$ cat config.mk
export PLATFORM = sky130hd
export DESIGN_NAME = bfga_ctrl
export DESIGN_NICKNAME = d
export VERILOG_FILES = /design/src/sv/bfga_pkg.sv /design/src/sv/bfga_ctrl.sv
export SDC_FILE = /design/constraint.sdc
export NUM_CORES = 1
export LEC_CHECK = 0
export BUFFER_PORTS_ARGS = -buffer_cell sky130_fd_sc_hd__buf_2
export CAP_MARGIN = 20
export CORE_ASPECT_RATIO = 0.75
export CORE_MARGIN = 3
export CORE_UTILIZATION = 55
export DETAILED_ROUTE_END_ITERATION = 6
export GPL_TIMING_DRIVEN = 0
export PLACE_DENSITY_LB_ADDON = 0.08
export SETUP_SLACK_MARGIN = 0.1
export SLEW_MARGIN = 20
export SYNTH_ARGS = -nofsm -noshare
export SYNTH_HDL_FRONTEND = slang
export SYNTH_SLANG_ARGS = --single-unit
$ cat constraint.sdc
create_clock -name clk -period 2.6 [get_ports clk]
set_input_delay 0.39 -clock clk [delete_from_list [all_inputs] [get_ports clk]]
set_output_delay 0.39 -clock clk [all_outputs]
set_load 0.1 [all_outputs]
$ cat src/sv/bfga_pkg.sv
// Shared types, constants and helpers for the best-fit granule allocator.
`timescale 1ns / 1ps
package bfga_pkg;

	localparam int GRANULES  = 4096;
	localparam int GRAN_W    = 12;
	localparam int LEN_W     = 13;
	localparam int OCC_BITS  = 64;
	localparam int OCC_IDX_W = 6;
	localparam int OCC_WORDS = GRANULES / OCC_BITS;
	localparam int OCC_WA_W  = GRAN_W - OCC_IDX_W;

	localparam logic [LEN_W-1:0] LINK_NIL  = LEN_W'(GRANULES);
	localparam logic [LEN_W-1:0] POOL_LEN  = LEN_W'(GRANULES);
	localparam logic [4:0]       LOG2_RST  = 5'd8;
	localparam logic             ACT_FREE  = 1'b1;

	typedef enum logic [1:0] {
		ST_OK       = 2'd0,
		ST_NO_FIT   = 2'd1,
		ST_BAD_SIZE = 2'd2,
		ST_BAD_FREE = 2'd3
	} status_t;

	typedef struct packed {
		logic        action;
		logic [31:0] request_bytes;
		logic [11:0] release_offset;
	} req_t;

	typedef struct packed {
		logic [1:0]  status;
		logic [11:0] block_offset;
		logic [12:0] block_granules;
		logic [12:0] free_granules;
	} rsp_t;

	// datapath micro-operations, one per controller step
	typedef enum logic [4:0] {
		OP_NONE    = 5'd0,
		OP_CLR     = 5'd1,
		OP_LOAD    = 5'd2,
		OP_A_CHK   = 5'd3,
		OP_A_W1    = 5'd4,
		OP_A_W2    = 5'd5,
		OP_A_HEAD  = 5'd6,
		OP_A_REC   = 5'd7,
		OP_A_SPLIT = 5'd8,
		OP_A_MARK  = 5'd9,
		OP_A_FIN   = 5'd10,
		OP_F_CHK   = 5'd11,
		OP_F_RREC  = 5'd12,
		OP_F_RMRG  = 5'd13,
		OP_F_LEFT  = 5'd14,
		OP_F_LREC  = 5'd15,
		OP_F_LMRG  = 5'd16,
		OP_F_FINAL = 5'd17,
		OP_U0      = 5'd18,
		OP_U1      = 5'd19,
		OP_P0      = 5'd20,
		OP_P1      = 5'd21,
		OP_OUT     = 5'd22
	} op_t;

	typedef struct packed {
		op_t op;
	} dp_cmd_t;

	typedef struct packed {
		logic clr_done;
		logic req_free;
		logic size_bad;
		logic word_hit;
		logic sum_hit;
		logic do_split;
		logic free_ok;
		logic r_in_pool;
		logic rec_free;
		logic b_nonzero;
		logic out_free;
	} dp_status_t;

	// index of the lowest set bit
	function automatic logic [OCC_IDX_W-1:0] ffs64(input logic [OCC_BITS-1:0] v);
		logic [OCC_IDX_W-1:0] idx;
		idx = '0;
		for (int i = OCC_BITS - 1; i >= 0; i--) begin
			if (v[i]) idx = OCC_IDX_W'(i);
		end
		return idx;
	endfunction

endpackage

$ cat src/sv/bfga_ctrl.sv
// Sequencer for the allocator: steps the datapath through allocate and free.
`timescale 1ns / 1ps
module bfga_ctrl import bfga_pkg::*; (
	input  logic       clk,
	input  logic       arst_n,
	input  logic       req_valid,
	output logic       req_ready,
	input  dp_status_t st,
	output dp_cmd_t    cmd
);

	typedef enum logic [21:0] {
		S_INIT    = 22'h000001,
		S_IDLE    = 22'h000002,
		S_A_CHK   = 22'h000004,
		S_A_W1    = 22'h000008,
		S_A_W2    = 22'h000010,
		S_A_HEAD  = 22'h000020,
		S_A_REC   = 22'h000040,
		S_A_SPLIT = 22'h000080,
		S_A_MARK  = 22'h000100,
		S_A_FIN   = 22'h000200,
		S_F_CHK   = 22'h000400,
		S_F_RREC  = 22'h000800,
		S_F_RMRG  = 22'h001000,
		S_F_LEFT  = 22'h002000,
		S_F_LREC  = 22'h004000,
		S_F_LMRG  = 22'h008000,
		S_F_FINAL = 22'h010000,
		S_U0      = 22'h020000,
		S_U1      = 22'h040000,
		S_P0      = 22'h080000,
		S_P1      = 22'h100000,
		S_DONE    = 22'h200000
	} state_t;

	state_t state_q, state_d, ret_q, ret_d;

	assign req_ready = (state_q == S_IDLE);

	always_comb begin
		state_d = state_q;
		ret_d   = ret_q;
		cmd.op  = OP_NONE;
		unique case (state_q)
			S_INIT: begin
				cmd.op = OP_CLR;
				if (st.clr_done) state_d = S_IDLE;
			end
			S_IDLE: begin
				if (req_valid) begin
					cmd.op  = OP_LOAD;
					state_d = st.req_free ? S_F_CHK : S_A_CHK;
				end
			end
			S_A_CHK: begin
				cmd.op  = OP_A_CHK;
				state_d = st.size_bad ? S_DONE : S_A_W1;
			end
			S_A_W1: begin
				cmd.op = OP_A_W1;
				if (st.word_hit) state_d = S_A_HEAD;
				else if (st.sum_hit) state_d = S_A_W2;
				else state_d = S_DONE;
			end
			S_A_W2: begin
				cmd.op  = OP_A_W2;
				state_d = S_A_HEAD;
			end
			S_A_HEAD: begin
				cmd.op  = OP_A_HEAD;
				state_d = S_A_REC;
			end
			S_A_REC: begin
				cmd.op  = OP_A_REC;
				state_d = S_U0;
				ret_d   = S_A_SPLIT;
			end
			S_A_SPLIT: begin
				cmd.op  = OP_A_SPLIT;
				state_d = S_A_MARK;
			end
			S_A_MARK: begin
				cmd.op = OP_A_MARK;
				if (st.do_split) begin
					state_d = S_P0;
					ret_d   = S_A_FIN;
				end else begin
					state_d = S_A_FIN;
				end
			end
			S_A_FIN: begin
				cmd.op  = OP_A_FIN;
				state_d = S_DONE;
			end
			S_F_CHK: begin
				cmd.op = OP_F_CHK;
				if (!st.free_ok) state_d = S_DONE;
				else if (st.r_in_pool) state_d = S_F_RREC;
				else state_d = S_F_LEFT;
			end
			S_F_RREC: begin
				cmd.op = OP_F_RREC;
				if (st.rec_free) begin
					state_d = S_U0;
					ret_d   = S_F_RMRG;
				end else begin
					state_d = S_F_LEFT;
				end
			end
			S_F_RMRG: begin
				cmd.op  = OP_F_RMRG;
				state_d = S_F_LEFT;
			end
			S_F_LEFT: begin
				cmd.op  = OP_F_LEFT;
				state_d = st.b_nonzero ? S_F_LREC : S_F_FINAL;
			end
			S_F_LREC: begin
				cmd.op = OP_F_LREC;
				if (st.rec_free) begin
					state_d = S_U0;
					ret_d   = S_F_LMRG;
				end else begin
					state_d = S_F_FINAL;
				end
			end
			S_F_LMRG: begin
				cmd.op  = OP_F_LMRG;
				state_d = S_F_FINAL;
			end
			S_F_FINAL: begin
				cmd.op  = OP_F_FINAL;
				state_d = S_P0;
				ret_d   = S_DONE;
			end
			S_U0: begin
				cmd.op  = OP_U0;
				state_d = S_U1;
			end
			S_U1: begin
				cmd.op  = OP_U1;
				state_d = ret_q;
			end
			S_P0: begin
				cmd.op  = OP_P0;
				state_d = S_P1;
			end
			S_P1: begin
				cmd.op  = OP_P1;
				state_d = ret_q;
			end
			S_DONE: begin
				if (st.out_free) begin
					cmd.op  = OP_OUT;
					state_d = S_IDLE;
				end
			end
			default: state_d = S_INIT;
		endcase
	end

	always_ff @(posedge clk or negedge arst_n) begin
		if (!arst_n) begin
			state_q <= S_INIT;
			ret_q   <= S_DONE;
		end else begin
			state_q <= state_d;
			ret_q   <= ret_d;
		end
	end

endmodule

# --- Yosys cells after proc, flatten, opt, wreduce, memory -nomap -nowiden ---
# Index checks and enable logic that the tools add are counted.
op_classes:
  n_reduce_logical: 4
  n_eq_ne: 28
  muxes: 21
ops:
  columns: ["operator", "count"]
  rows:
  - ["22-bit case mux with 21 select lines", 1]
  - ["22-bit 2-to-1 mux", 10]
  - ["22-bit case mux with 5 select lines", 1]
  - ["5-bit case mux with 22 select lines", 1]
  - ["18-bit 2-to-1 mux", 2]
  - ["22-bit by 1-bit equality test with 1-bit output (second input constant)", 1]
  - ["22-bit by 10-bit equality test with 1-bit output (second input constant)", 1]
  - ["22-bit by 11-bit equality test with 1-bit output (second input constant)", 1]
  - ["22-bit by 12-bit equality test with 1-bit output (second input constant)", 1]
  - ["22-bit by 13-bit equality test with 1-bit output (second input constant)", 1]
  - ["22-bit by 14-bit equality test with 1-bit output (second input constant)", 1]
  - ["22-bit by 15-bit equality test with 1-bit output (second input constant)", 1]
  - ["22-bit by 16-bit equality test with 1-bit output (second input constant)", 1]
  - ["22-bit by 17-bit equality test with 1-bit output (second input constant)", 1]
  - ["22-bit by 18-bit equality test with 1-bit output (second input constant)", 1]
  - ["22-bit by 19-bit equality test with 1-bit output (second input constant)", 1]
  - ["22-bit by 2-bit equality test with 1-bit output (second input constant)", 1]
  - ["22-bit by 20-bit equality test with 1-bit output (second input constant)", 1]
  - ["22-bit by 21-bit equality test with 1-bit output (second input constant)", 1]
  - ["22-bit equality test (second input constant)", 1]
  - ["22-bit by 3-bit equality test with 1-bit output (second input constant)", 1]
  - ["22-bit by 4-bit equality test with 1-bit output (second input constant)", 1]
  - ["22-bit by 5-bit equality test with 1-bit output (second input constant)", 1]
  - ["22-bit by 6-bit equality test with 1-bit output (second input constant)", 1]
  - ["other kinds (14)", 19]
word_totals:
  in_bits: 14
  register_bits: 44
  elab_cells: 55
  output_inout_bits: 6

# --- Longest topological paths before layout ---
depth:
  depth_word: 3
  mapped_depth: 6
  ltp_nobuf: 5

# --- Worst setup path before layout ---
# No wires, ideal clock.
synth_timing:
  path_kind: "reg2out"
  from: "reg state_q[6]"
  to: "out cmd[1] in the netlist's numbering"
  path_slack_ns: -3.071
  t_arrival_ns: 5.281
  required_ns: 2.210
  stages_incl_launch_ff: 7
  n_path_buf: 1
  cell_sequence: "dfrtp_1 > buf_6 > nor4_4 > nand3_1 > nor4_1 > nand2_1 > nand4b_1"
synth_rtl:
  columns: ["item", "line_no", "rtl"]
  rows:
  - ["start, declared", "bfga_ctrl.sv:37", "state_t state_q, state_d, ret_q, ret_d;"]
  - ["start signal, assigned", "bfga_ctrl.sv:168", "state_q <= state_d;"]
  - ["end, declared", "bfga_ctrl.sv:9", "output dp_cmd_t cmd"]

==> out/metrics.csv <==
stage;metric;value;unit
run_status;status;finished with violations;
run_status;failing checks;setup timing;
setup_path;internal reg-to-reg setup slack;-0.02;ns
timing;WHS;0.122;ns
cts;Worst-path clk slew;0.10;ns
finish;Nets;277;
setup_path;worst path required time;2.21;ns
finish;area grow syn2layout;36.3;%
synthesis;Mapped Nets;224;
route;First DRT Iteration DRCs;208;
global_routing;first-pass GRT wire length;9470;um
cts;CTS buffer count;3;
pwr;Worst VDD drop;393;uV
setup_path;r2r worst-path depth;9;
synthesis;post-synthesis mux area share;2.88;%
global_routing;vias in the first global route;1868;
setup_path;critical path startpoint;state_q[5];
synthesis;syn_area_per_cell;9.30;um2
timing;clk_skew;0.00826;ns
die;I/O pins;20;
timing;worst setup margin;-0.237;ns
min_path;worst hold path class;in -> async;
synthesis;EDFF count, synth;0;
global_routing;largest net degree at the start of global routing;28;
timing;Worst Tran Pin Value;0.630;ns
route;drt wl/cell;20.2;um
synthesis;sequential area share after synthesis;34.7;%
synthesis;Netlist cell types;56;
synthesis;cell taking the most area after synthesis;dfrtp_1;
pwr;leak pwr;1.21;nW
die;row count;18;
synthesis;largest cells by area after synthesis;dfrtp_1 32%, nor4_4 4.4%, nor4_1 3.5%;
timing;Rel. slew slack;58.0;%
timing;RSZ-0062 raised after global routing;yes;
place;I/O Buffers;19;
route;Initial DRT Pass Iterations;5;
setup_path;reg2reg start;state_q[4];
die;Core Region;0.00336;mm2
timing;fin. max-slew vios;0;
synthesis;number of synthesis warnings;0;
finish;fillcell total;215;
cts;clock latency on the worst-skew pair;0.27;ns
synthesis;largest family of logic cells by synthesized area;simple AND/OR/NAND/NOR gates;
cts;CTS tree;yes;
setup_path;CP Capture Point;cmd[4];
cts;CTS root buf;clkbuf_8;
synthesis;ys async rst share;100;%
timing;Peak Freq;352;MHz
synthesis;ys flop type;dfrtp_1;
global_routing;initial antenna violation count;0;
timing;min Tclk post-route;2.84;ns
synthesis;Yosys top cell area share;32.0;%
setup_path;kind of critical path;reg -> out;
synthesis;most numerous cell in the Yosys netlist;dfrtp_1;
die;Vert. Die Dim;57.6;um
timing;final setup violation count;7;
cts;Hold Buf Count CTS;0;
synthesis;Post-Syn Area;0.00195;mm2
global_routing;GRT overflow;0;
timing;Final period util;109;%
route;total number of vias;2025;
route;DRC violations left;0;
finish;layout cells sized above 1;43.5;%
route;Post-DRT Antenna Nets;0;
die;die area;0.00431;mm2
synthesis;xor/xnor cell area share of the yosys netlist;4.04;%
setup_path;Worst EP arrival;2.45;ns
synthesis;Cells after Synth;210;
pwr;PwrDens;604;mW/mm2
synthesis;Compound-Gate Fraction of Synth Area;11.6;%
synthesis;post-synthesis simple-gate area fraction;41.3;%
setup_path;CP Launch Type;flip-flop;
route;Vias/cell;6.71;
setup_path;critical path peak fanout;5;
timing;endpoints failing hold;0;
die;die width;74.8;um
synthesis;adder-cell share of the synthesized area;0;%
setup_path;reg-to-reg endpoint;ret_q[9];
route;Routed Wire Length;6110;um
place;post-DP HPWL;3890;um
job;Max-Cap Viols;0;
cts;Sink Count;27;
setup_path;CP endpoint kind;output port;
die;initial cell density of the core;58.2;%
cts;clk buf depth;2;
synthesis;top cells by count, synth;25 x dfrtp_1, 16 x nor2_1, 13 x nor3_1;
cts;H-tree depth;1;
finish;Antenna Diode Count;0;
pwr;Final Power;0.00161;W
synthesis;Yosys reg bits;27;
global_routing;GRT Total Usage;28.7;%
place;Placer Congestion;0.931;
## through the flow
| stage | cells | setup slack, ns | utilization (%) | cell area (um2) | TNS [ns] |
|---|---|---|---|---|---|
| after global placement | 269 | -0.397 | 64.5 | 2160 | -1.54 |
| after detailed placement | 269 | -0.447 | 64.5 | 2160 | -1.96 |
| after CTS | 292 | -0.221 | 74.9 | 2510 | -0.761 |
| final | 302 | -0.237 | 79.3 | 2660 | -0.963 |
| after floorplan | 210 | -0.915 | - | 2020 | -1.20 |
| after global routing | 302 | -0.318 | 79.3 | 2660 | -1.44 |
## layout by cell type (no fill, tap or decap), types with 2 or more instances in the layout
cell type,instances
nor3_2,6
nand4b_1,4
o21ai_0,6
dfstp_2,2
dfrtp_2,3
or2_2,2
buf_6,11
and2_1,6
buf_4,27
o211ai_1,2
or4b_2,5
nor2_1,13
nand4_1,4
buf_2,13
a21o_1,2
or4_4,4
nand2_2,2
or3_4,2
buf_12,4
nor3b_1,2
nor4_4,9
clkbuf_8,3
nand2_1,9
or4_1,4
xor2_1,5
dfrtp_1,22
xnor2_1,4
a21oi_2,2
a21oi_1,2
nor3_1,7
nor4_1,8
nand3_2,2
nor2_4,2
or3_1,8
nand3b_1,2
inv_1,11
mux2i_1,3
nand3_1,4
nand2b_1,5
## cell type report
cell class	instances	area, um2	area share, %
multi-input combinational	163	1350	50.8
sequential	27	682	25.6
timing repair buffer	49	412	15.5
buffer	8	80.1	3.01
tap	40	50.0	1.88
clock buffer	4	45.0	1.69
inverter	11	41.3	1.55
## sequential cells by signal, indices dropped and copies added, names as in the netlist
register and flops:
state_q 22, ret_q 5
## metal layers
layer / routed length, um / GRT usage, % / vias to the layer above
li1: - / - / 898
met1: 2570 / 41.3 / 994
met2: 2910 / 45.9 / 117
met3: 532 / 5.89 / 16
met4: 99 / 4.57 / 0
met5: 0 / 0 / -
## logic make-up after synthesis
kind of cell	after synthesis
buffers and inverters	20
flip-flops	27
AND/OR/NAND/NOR	119
XOR/XNOR	9
multiplexers	5
AO/OA/AOI/OAI	30
## worst max-delay path, cell delays in order (launching register included)
cell and delay [ns]:
dfrtp_2 0.46, nor4_4 0.40, buf_4 0.20, nand4_1 0.20, or4_4 0.50, or4b_4 0.24
buf_12 0.16
## power breakdown
| group | total, W | switching [W] | internal (W) |
|---|---|---|---|
| Clock | 0.000241 | 0.000132 | 0.000110 |
| Sequential | 0.000512 | 0.0000513 | 0.000461 |
| Combinational | 0.000855 | 0.000505 | 0.000350 |
## what timing repair did
item / 4_1_cts / 5_1_grt
gates cloned: 0 / 0
buffers inserted: 19 / 12
gates resized for setup: 42 / 15
setup endpoints to repair: 11 / 11
pin swaps: 13 / 10
## how the worst min path moves through the flow
stage	to	slack, ns	depth (start not counted)	start
floorplan	ret_q[12]	0.09	0	arst_n
global placement	state_q[6]	0.42	1	arst_n
detailed placement	state_q[6]	0.44	1	arst_n
CTS	state_q[6]	0.14	1	arst_n
global route	state_q[5]	0.15	1	arst_n
finish	state_q[5]	0.12	1	arst_n
Power figures use the tool's default switching activity.
